==> src/hw/rtl/sm3_pkg.sv <==
`timescale 1ns / 1ps
`default_nettype none

package sm3_pkg;

	typedef enum logic [1:0] {
		ST_LOAD,
		ST_ROUND,
		ST_OUT
	} sm3_state_t;

	localparam int unsigned WORDS_PER_MSG = 12;
	localparam int unsigned ROUNDS        = 64;
	localparam int unsigned DIGEST_WORDS  = 8;

	localparam logic [31:0] T_LOW   = 32'h79cc4519;
	localparam logic [31:0] T_HIGH  = 32'h7a879d8a;
	localparam logic [31:0] PAD_ONE = 32'h80000000;
	localparam logic [31:0] PAD_LEN = 32'h00000180;

	function automatic logic [31:0] rotl(input logic [31:0] x, input logic [4:0] n);
		logic [5:0] rn;
		rn = 6'd32 - {1'b0, n};
		return (x << n) | (x >> rn);
	endfunction

	function automatic logic [31:0] perm0(input logic [31:0] x);
		return x ^ rotl(x, 5'd9) ^ rotl(x, 5'd17);
	endfunction

	function automatic logic [31:0] perm1(input logic [31:0] x);
		return x ^ rotl(x, 5'd15) ^ rotl(x, 5'd23);
	endfunction

	function automatic logic [31:0] iv_word(input logic [2:0] idx);
		logic [31:0] v;
		case (idx)
			3'd0: v = 32'h7380166f;
			3'd1: v = 32'h4914b2b9;
			3'd2: v = 32'h172442d7;
			3'd3: v = 32'hda8a0600;
			3'd4: v = 32'ha96f30bc;
			3'd5: v = 32'h163138aa;
			3'd6: v = 32'he38dee4d;
			3'd7: v = 32'hb0fb0e4e;
			default: v = 32'h7380166f;
		endcase
		return v;
	endfunction

endpackage

`default_nettype wire

==> src/hw/rtl/sm3_single_block_hash_unit.sv <==
// Twelve message items are taken one per cycle while message_valid is high, then 64
// compression rounds run at one round per cycle, then eight digest items leave one
// per cycle while digest_ready is high. A single round datapath is reused for every
// round, and no new message is taken until the last digest item has left.
// Reset: arst_n clears the sequencer, word count and round count; the block
// then waits for the first message item.
`timescale 1ns / 1ps
`default_nettype none

module sm3_single_block_hash_unit
	import sm3_pkg::*;
(
	input  wire logic        clk,
	input  wire logic        arst_n,
	input  wire logic [31:0] message_word,
	input  wire logic        message_valid,
	output logic             message_ready,
	output logic [31:0]      digest_word,
	output logic             last_word,
	output logic             digest_valid,
	input  wire logic        digest_ready
);

	sm3_state_t state_q, state_d;

	logic [3:0]  words_q;
	logic [5:0]  round_q;
	logic [2:0]  out_cnt_q;
	logic [31:0] w_q [16];
	logic [31:0] a_q, b_q, c_q, d_q, e_q, f_q, g_q, h_q;

	logic        in_acc, out_acc, last_in;
	logic        low_round;
	logic [31:0] tj, a12, ss1, ss2, ff, gg, tt1, tt2, next_w;

	assign in_acc  = message_valid && message_ready;
	assign out_acc = digest_valid && digest_ready;
	assign last_in = (words_q == 4'(WORDS_PER_MSG - 1));

	always_comb begin
		state_d = state_q;
		case (state_q)
			ST_LOAD: begin
				if (in_acc && last_in) state_d = ST_ROUND;
			end
			ST_ROUND: begin
				if (round_q == 6'(ROUNDS - 1)) state_d = ST_OUT;
			end
			ST_OUT: begin
				if (out_acc && out_cnt_q == 3'(DIGEST_WORDS - 1)) state_d = ST_LOAD;
			end
			default: state_d = ST_LOAD;
		endcase
	end

	always_comb begin
		message_ready = 1'b0;
		digest_valid  = 1'b0;
		last_word     = 1'b0;
		case (state_q)
			ST_LOAD: begin
				message_ready = 1'b1;
			end
			ST_ROUND: begin
				message_ready = 1'b0;
			end
			ST_OUT: begin
				digest_valid = 1'b1;
				last_word    = (out_cnt_q == 3'(DIGEST_WORDS - 1));
			end
			default: begin
				message_ready = 1'b0;
			end
		endcase
	end

	assign digest_word = a_q ^ iv_word(out_cnt_q);

	always_comb begin
		low_round = (round_q < 6'd16);
		tj  = low_round ? T_LOW : T_HIGH;
		a12 = rotl(a_q, 5'd12);
		ss1 = rotl(a12 + e_q + rotl(tj, round_q[4:0]), 5'd7);
		ss2 = ss1 ^ a12;
		ff  = low_round ? (a_q ^ b_q ^ c_q) : ((a_q & b_q) | (a_q & c_q) | (b_q & c_q));
		gg  = low_round ? (e_q ^ f_q ^ g_q) : ((e_q & f_q) | (~e_q & g_q));
		tt1 = ff + d_q + ss2 + (w_q[0] ^ w_q[4]);
		tt2 = gg + h_q + ss1 + w_q[0];
		next_w = perm1(w_q[0] ^ w_q[7] ^ rotl(w_q[13], 5'd15))
			^ rotl(w_q[3], 5'd7) ^ w_q[10];
	end

	always_ff @(posedge clk or negedge arst_n) begin
		if (!arst_n) begin
			state_q   <= ST_LOAD;
			words_q   <= '0;
			round_q   <= '0;
			out_cnt_q <= '0;
		end else begin
			state_q <= state_d;
			if (in_acc) begin
				words_q <= last_in ? 4'd0 : words_q + 4'd1;
			end
			if (state_q == ST_ROUND) begin
				round_q <= round_q + 6'd1;
			end
			if (out_acc) begin
				out_cnt_q <= out_cnt_q + 3'd1;
			end
		end
	end

	always_ff @(posedge clk) begin
		if (in_acc) begin
			if (last_in) begin
				for (int i = 0; i < 11; i++) w_q[i] <= w_q[i + 5];
				w_q[11] <= message_word;
				w_q[12] <= PAD_ONE;
				w_q[13] <= '0;
				w_q[14] <= '0;
				w_q[15] <= PAD_LEN;
				a_q <= iv_word(3'd0);
				b_q <= iv_word(3'd1);
				c_q <= iv_word(3'd2);
				d_q <= iv_word(3'd3);
				e_q <= iv_word(3'd4);
				f_q <= iv_word(3'd5);
				g_q <= iv_word(3'd6);
				h_q <= iv_word(3'd7);
			end else begin
				for (int i = 0; i < 15; i++) w_q[i] <= w_q[i + 1];
				w_q[15] <= message_word;
			end
		end else if (state_q == ST_ROUND) begin
			for (int i = 0; i < 15; i++) w_q[i] <= w_q[i + 1];
			w_q[15] <= next_w;
			a_q <= tt1;
			b_q <= a_q;
			c_q <= rotl(b_q, 5'd9);
			d_q <= c_q;
			e_q <= perm0(tt2);
			f_q <= e_q;
			g_q <= rotl(f_q, 5'd19);
			h_q <= g_q;
		end else if (out_acc) begin
			// rotate so the next digest word sits in a_q
			a_q <= b_q;
			b_q <= c_q;
			c_q <= d_q;
			d_q <= e_q;
			e_q <= f_q;
			f_q <= g_q;
			g_q <= h_q;
			h_q <= a_q;
		end
	end

	a_start_rounds: assert property (@(posedge clk) disable iff (!arst_n)
		(in_acc && last_in) |=> (state_q == ST_ROUND && round_q == 6'd0))
		else $error("compression did not start at round zero");

	a_end_rounds: assert property (@(posedge clk) disable iff (!arst_n)
		(state_q == ST_ROUND && round_q == 6'(ROUNDS - 1)) |=>
		(digest_valid && out_cnt_q == 3'd0))
		else $error("digest not presented after the last round");

	a_no_overlap: assert property (@(posedge clk) disable iff (!arst_n)
		!(message_ready && digest_valid))
		else $error("input taken while digest pending");

	a_back_to_load: assert property (@(posedge clk) disable iff (!arst_n)
		(out_acc && last_word) |=> (message_ready && words_q == 4'd0))
		else $error("block not ready for next message after last digest item");

endmodule

`default_nettype wire

==> config.mk <==
export PLATFORM = sky130hd
export DESIGN_NAME = sm3_single_block_hash_unit
export DESIGN_NICKNAME = d
export VERILOG_FILES = /design/src/hw/rtl/sm3_pkg.sv /design/src/hw/rtl/sm3_single_block_hash_unit.sv
export SDC_FILE = /design/constraint.sdc
export NUM_CORES = 2
export LEC_CHECK = 0
export BUFFER_PORTS_ARGS = -buffer_cell sky130_fd_sc_hd__buf_2
export CAP_MARGIN = 20
export CORE_UTILIZATION = 41
export DETAILED_ROUTE_END_ITERATION = 16
export GPL_TIMING_DRIVEN = 0
export HOLD_SLACK_MARGIN = 0.08
export PLACE_DENSITY = 0.59
export SKIP_LAST_GASP = 1
export SLEW_MARGIN = 25
export SYNTH_ARGS = -nofsm -noshare
export SYNTH_HDL_FRONTEND = slang
export SYNTH_SLANG_ARGS = --single-unit
==> constraint.sdc <==
create_clock -name clk -period 20.1 [get_ports clk]
set_input_delay 0 -clock clk [delete_from_list [all_inputs] [get_ports clk]]
set_output_delay 0 -clock clk [all_outputs]
set_load 0.05 [all_outputs]
=== Yosys cells after proc, flatten, opt, wreduce, memory -nomap -nowiden ===
Memory sizes are Yosys's and may differ from the RTL's.
Index checks and enable logic that the tools add are counted.

* Register bits: 271
* Bits in latches: 0
* Bits in writable memories: 512
* Bits in read-only memories: 248
* Input bits: 36
* Output and inout bits: 35
* Memories kept: 2

* Add/subtract/negate cells: 12
* Multiply operators: 0
* Div/mod/pow operators: 0
* $lt $le $gt $ge: 1
* Equality and inequality tests: 9
* Shift-type cells: 2
* Muxes and demuxes: 84
* Bitwise operators: 67
* Reductions and logical operators: 8

{| class="wikitable"
|+ Memory list
! name !! words !! width !! rd ports !! clocked after Yosys merged registers in !! wr ports !! RTL line !! source
|-
| w_q || 16 || 32 || 16 || 0 || 16 || sm3_single_block_hash_unit.sv:29 || <nowiki>logic [31:0] w_q [16];</nowiki>
|-
| (name not given) || 8 || 31 || 1 || 0 || 0 || sm3_pkg.sv:37 || <nowiki>case (idx)</nowiki>
|}

{| class="wikitable"
|+ Operators by type and width
! cell !! count
|-
| 32-bit two-way mux || 66
|-
| 32-bit bitwise XOR || 15
|-
| 32-bit adder || 8
|-
| 32-bit AND || 5
|-
| 32-bit bitwise OR || 4
|-
| 32-bit by 15-bit bitwise OR with 32-bit output || 2
|-
| 32-bit by 7-bit bitwise OR with 32-bit output || 2
|-
| 32-bit by 9-bit bitwise OR with 32-bit output || 2
|-
| 32-bit NOT || 1
|-
| 1-bit bitwise OR || 32
|-
| 32-bit by 12-bit bitwise OR with 32-bit output || 1
|-
| 32-bit by 17-bit bitwise OR with 32-bit output || 1
|-
| 32-bit by 19-bit bitwise OR with 32-bit output || 1
|-
| 32-bit by 23-bit bitwise OR with 32-bit output || 1
|-
| 31-bit by 5-bit << shifter with 32-bit output || 1
|-
| 31-bit by 6-bit right shift with 32-bit output || 1
|-
| 26-bit two-way mux || 1
|-
| 1-bit two-way mux || 12
|-
| 6-bit by 1-bit adder with 6-bit output (second input constant) || 1
|-
| 6-bit equality test (second input constant) || 1
|-
| 6-bit by 5-bit < comparator with 1-bit output (second input constant) || 1
|-
| 2-bit two-way mux || 3
|-
| 2-bit inequality test (second input constant) || 3
|-
| 2-bit case mux with 3 select lines || 1
|-
| 14 further kinds || 17
|}

=== Depth between registers and ports, before layout ===
* Depth after elaboration: 13
* Mapped depth: 41
* Mapped depth without buffers: 38

=== Worst setup path before layout ===
No wires, ideal clock.

* Kind: register to register
* Start point: reg words_q[0]
* End point: reg a_q[0] (enable)
* Setup time: 1227 ps
* Data arrival time: 18641 ps
* Data required time: 18873 ps
* Slack: 232 ps
* Cell stages (with the launch flop): 5
* Path buffers: 0
* Clock period less this slack: 19868 ps
* Cell sequence: dfrtp_1 > ha_1 > and3b_1 > a21oi_1 > o21ai_0

* Longest elaborated chain between the ends: 3

{| class="wikitable"
|+ RTL lines
! what !! RTL line !! source
|-
| start, declared || sm3_single_block_hash_unit.sv:26 || <nowiki>logic [3:0] words_q;</nowiki>
|-
| start signal, assigned || sm3_single_block_hash_unit.sv:102 || <nowiki>words_q <= last_in ? 4'd0 : words_q + 4'd1;</nowiki>
|-
| 4-bit equality test || sm3_single_block_hash_unit.sv:38 || <nowiki>assign last_in = (words_q == 4'(WORDS_PER_MSG - 1));</nowiki>
|-
| 2-bit by 1-bit inequality test with 1-bit output (no line) || -- ||
|-
| 2-bit AND reduction (no line) || -- ||
|-
| end signal, assigned || sm3_single_block_hash_unit.sv:122 || <nowiki>a_q <= iv_word(3'd0);</nowiki>
|-
| end signal, assigned || sm3_single_block_hash_unit.sv:137 || <nowiki>a_q <= tt1;</nowiki>
|-
| end signal, assigned || sm3_single_block_hash_unit.sv:147 || <nowiki>a_q <= b_q;</nowiki>
|-
| end, declared || sm3_single_block_hash_unit.sv:30 || <nowiki>logic [31:0] a_q, b_q, c_q, d_q, e_q, f_q, g_q, h_q;</nowiki>
|}

No other way between the ends.
A chain may end at the register's enable or synchronous reset.

=== Final worst setup path ===
* Start point: reg round_q[4]
* End point: reg e_q[29], data pin

* Longest elaborated chain between the ends: 13

{| class="wikitable"
|+ RTL lines
! what !! RTL line !! source
|-
| start, declared || sm3_single_block_hash_unit.sv:27 || <nowiki>logic [5:0] round_q;</nowiki>
|-
| start signal, assigned || sm3_single_block_hash_unit.sv:105 || <nowiki>round_q <= round_q + 6'd1;</nowiki>
|-
| 6-bit by 5-bit < comparator with 1-bit output || sm3_single_block_hash_unit.sv:80 || <nowiki>low_round = (round_q < 6'd16);</nowiki>
|-
| 26-bit two-way mux || sm3_single_block_hash_unit.sv:81 || <nowiki>tj = low_round ? T_LOW : T_HIGH;</nowiki>
|-
| 31-bit by 6-bit right shift with 32-bit output / 31-bit by 5-bit << shifter with 32-bit output (equally long branches) || sm3_pkg.sv:24 || <nowiki>return (x << n) | (x >> rn);</nowiki>
|-
| 32-bit bitwise OR || sm3_pkg.sv:24 ||
|-
| 32-bit adder || sm3_single_block_hash_unit.sv:83 || <nowiki>ss1 = rotl(a12 + e_q + rotl(tj, round_q[4:0]), 5'd7);</nowiki>
|-
| 32-bit by 7-bit bitwise OR with 32-bit output || sm3_pkg.sv:24 ||
|-
| 32-bit adder * (2 in a row) || sm3_single_block_hash_unit.sv:88 || <nowiki>tt2 = gg + h_q + ss1 + w_q[0];</nowiki>
|-
| 32-bit by 9-bit bitwise OR with 32-bit output || sm3_pkg.sv:24 ||
|-
| 32-bit bitwise XOR || sm3_pkg.sv:28 || <nowiki>return x ^ rotl(x, 5'd9) ^ rotl(x, 5'd17);</nowiki>
|-
| 32-bit bitwise XOR * || sm3_pkg.sv:28 ||
|-
| 32-bit two-way mux * || sm3_single_block_hash_unit.sv:134 || <nowiki>end else if (state_q == ST_ROUND) begin</nowiki>
|-
| 32-bit two-way mux * || sm3_single_block_hash_unit.sv:114 || <nowiki>if (in_acc) begin</nowiki>
|-
| end signal, assigned || sm3_single_block_hash_unit.sv:126 || <nowiki>e_q <= iv_word(3'd4);</nowiki>
|-
| end signal, assigned || sm3_single_block_hash_unit.sv:141 || <nowiki>e_q <= perm0(tt2);</nowiki>
|-
| end signal, assigned || sm3_single_block_hash_unit.sv:151 || <nowiki>e_q <= f_q;</nowiki>
|-
| end, declared || sm3_single_block_hash_unit.sv:30 ||
|}

Mark *: on every way between the ends. The rest lies on a longest branch, timed or not.

==> impl_results.md <==
- Worst r2r src: round_q[4]
- Clock net sink count: 783
- Initial drt markers: 5,545
- Crit path max-delay cell type: xnor2_1
- Yosys top cell by area: edfxtp_1
- Ratio of cells with drive above 1 in the final layout: 0.136
- Seq/Total Area, Yosys: 0.482
- Worst-path clk slew: 0.07 ns
- Syn Inst Count: 4,161
- GRT met2 Usage: 0.470
- Final setup viols: 0
- Largest net degree at the start of global routing: 89
- Reg-to-reg endpoint: e_q[29]
- FF-to-FF path depth: 39
- Largest fanout on the critical path: 13
- Routed wire per std cell: ~32 um
- Non-filler cells in the finished layout: 5,973
- H-Tree Depth: 3
- Status: complete, no violations
- Met3 Usage GRT: 0.0637
- Inserted Clock Buffers: 86
- Critical Path Source Type: flip-flop
- Final Max Tran Viols: 0
- FP Rows: between 100 and 150
- Core Area: 117,000 um^2
- Ports: 71
- TritonCTS clock tree: yes
- Die Height: 346 um
- Number of synthesized flops with an enable pin: 768
- IO buf count: 70
- Rel. slew slack: 0.239
- Design area: 54,600 um^2
- Measured slew at the worst slew-check pin: approximately 1.1 ns
- Hold-fix buffers at CTS: 36
- Slack of the worst reg-to-reg path: around 6.7 ns
- Clk buf depth: 3
- Initial antenna violation count: 8
- Grt total ovfl: 0
- Width of the die: between 300 and 400 um
- Syn avg cell area: ~12 um^2
- Final ANT Viol Nets: 0
- RSZ-0062 raised after global routing: false
- CP required: about 20 ns
- #FFs+latches synth: 783
- Area Overhead vs Synth: 12.4%
- # DRC: 0
- Via/cell ratio: 6.12
- Clock skew: 0.0344 ns
- Met1 Use GR: 0.430
- Unique cell type count in the Yosys netlist: 91
- Min-Delay Endpoint: state_q[1]
- Post-CTS Repair Setup Buffers: 0
- Post-DP HPWL: 146,000 um
- Max stage delay on crit path: just over 0.8 ns
- Setup crit end kind: flip-flop
- Period utilization: 0.664
- CTS root buf: clkbuf_16
- First-pass GRT wire length: approximately 260,000 um
- Ys Warns: 0
- Post-synthesis instance area: approximately 49,000 um^2
- Final min period: 13.35 ns
- Gr busiest metal: met2
- Synth top area share: 0.474
- Critical Path AT: 13.72 ns
- Dominant synthesized flop cell: edfxtp_1
- Vias in the first global route: between 30,000 and 40,000
- Hold crit path type: in2reg
- CP Class: reg2reg
- Synth Net Count: 4,493
- Via count: 36,562
- Hold_ws: 0.202 ns
- Worst-Skew Late Latency: 0.69 ns
- # placed instances: 5,779
- Gp weighted congestion: 1.02
- Synth area leaders: edfxtp_1, mux2_2, fa_1, xnor2_1, nand2_1
- Die area: 120,000 um^2
- Fin Setup TNS: 0 ns
- Final hold vios: 0
- Detailed-route wire length: 191,000 um
- Initial Util: 0.416
- F_max: 74.9 MHz
- Nets: about 4,700
- GRT Overall Usage: 0.313
- Hold Path Depth: 4
- Post_cts resized: 0
- Placed Area: 51,600 um^2
- First-pass iteration count of the detailed router: 6
- Max-cap violation count: 0
- HP Start: digest_ready
- Async SR Flop Fraction: 0.0192
cell families (layout without fill, tap and decap cells):
group                    Yosys count  in the layout  synth area share
AO/OA/AOI/OAI                    853            853             0.117
XOR/XNOR                         465            465            0.0873
adder cells (fa/ha/maj)          298            298             0.106
buffers and inverters            450            735            0.0351
flip-flops                       783            783             0.482
multiplexers                     378            378            0.0866
other                              0              3                 0
AND/OR/NAND/NOR                  934            934            0.0862
worst max-delay path by stage:
stage                          to       start  slack [ns]  cells past startpoint
after floorplan            a_q[0]  words_q[0]        0.23                      4
after CTS                 a_q[30]  round_q[4]        7.23                     39
after detailed placement  a_q[30]  round_q[4]        7.29                     39
after global routing      e_q[29]  round_q[4]        6.46                     39
after global placement    a_q[11]  words_q[0]       -9.05                      4
final                     e_q[29]  round_q[4]        6.75                     39
cells in the final DEF, fill, tap and decap left out, drive strengths merged, types with 108 or more instances in the layout:
master / netlist / layout
a21oi: 212 / 212
buf: 28 / 123
clkbuf: 182 / 288
edfxtp: 768 / 768
fa: 188 / 188
ha: 108 / 108
inv: 238 / 241
mux2: 343 / 343
nand2: 452 / 452
nor2: 192 / 192
o21ai: 213 / 213
xnor2: 299 / 299
xor2: 155 / 155
stage by stage:
step / util / setup slack [ns]
2_1_floorplan: - / 0.232
3_3_place_gp: 0.436 / -9.05
5_1_grt: 0.468 / 6.46
3_5_place_dp: 0.441 / 7.29
4_1_cts: 0.468 / 7.23
6_report: 0.468 / 6.75
routing by layer:
| metal | wire length (um) | up-vias | share of wire |
|---|---|---|---|
| li1 | - | 15394 | - |
| met1 | 76200 | 18483 | 0.40 |
| met2 | 82500 | 2254 | 0.43 |
| met3 | 20900 | 423 | 0.11 |
| met4 | 10800 | 8 | 0.057 |
| met5 | 44 | - | 0.00023 |
Yosys cell counts, drive strengths merged, types with 105 or more instances:
cell type / count
edfxtp: 768
nand2: 452
mux2: 343
xnor2: 299
inv: 238
o21ai: 213
a21oi: 212
nor2: 192
fa: 188
clkbuf: 182
xor2: 155
ha: 108
and2: 105
final cells by class:
cell class / count / area [um^2]
clock buffer: 106 / 2250
fill: 10620 / 62200
antenna: 3 / 7.51
timing repair buffer: 131 / 1340
buffer: 210 / 825
sequential: 783 / 23400
multi-input combinational: 2928 / 23500
tap: 1524 / 1910
clock inverter: 48 / 449
inverter: 240 / 916
critical path, delay by kind of cell (launching register included):
| family | cells | cell delay [ns] |
|---|---|---|
| compound gates | 14 | 4.01 |
| xor+xnor | 2 | 1.31 |
| fa+ha+maj | 7 | 2.85 |
| buf+inv | 9 | 2.98 |
| flops | 1 | 0.36 |
| simple gates | 7 | 1.49 |
registers in the layout, summed over array words and instances (netlist names), 4 cells and up:
register,cells
w_q,512
a_q,32
b_q,32
c_q,32
d_q,32
e_q,32
f_q,32
g_q,32
h_q,32
round_q,6
words_q,4
Power is not shown: default switching activity piles up to over one toggle a cycle in this logic, so the estimate is an artifact.
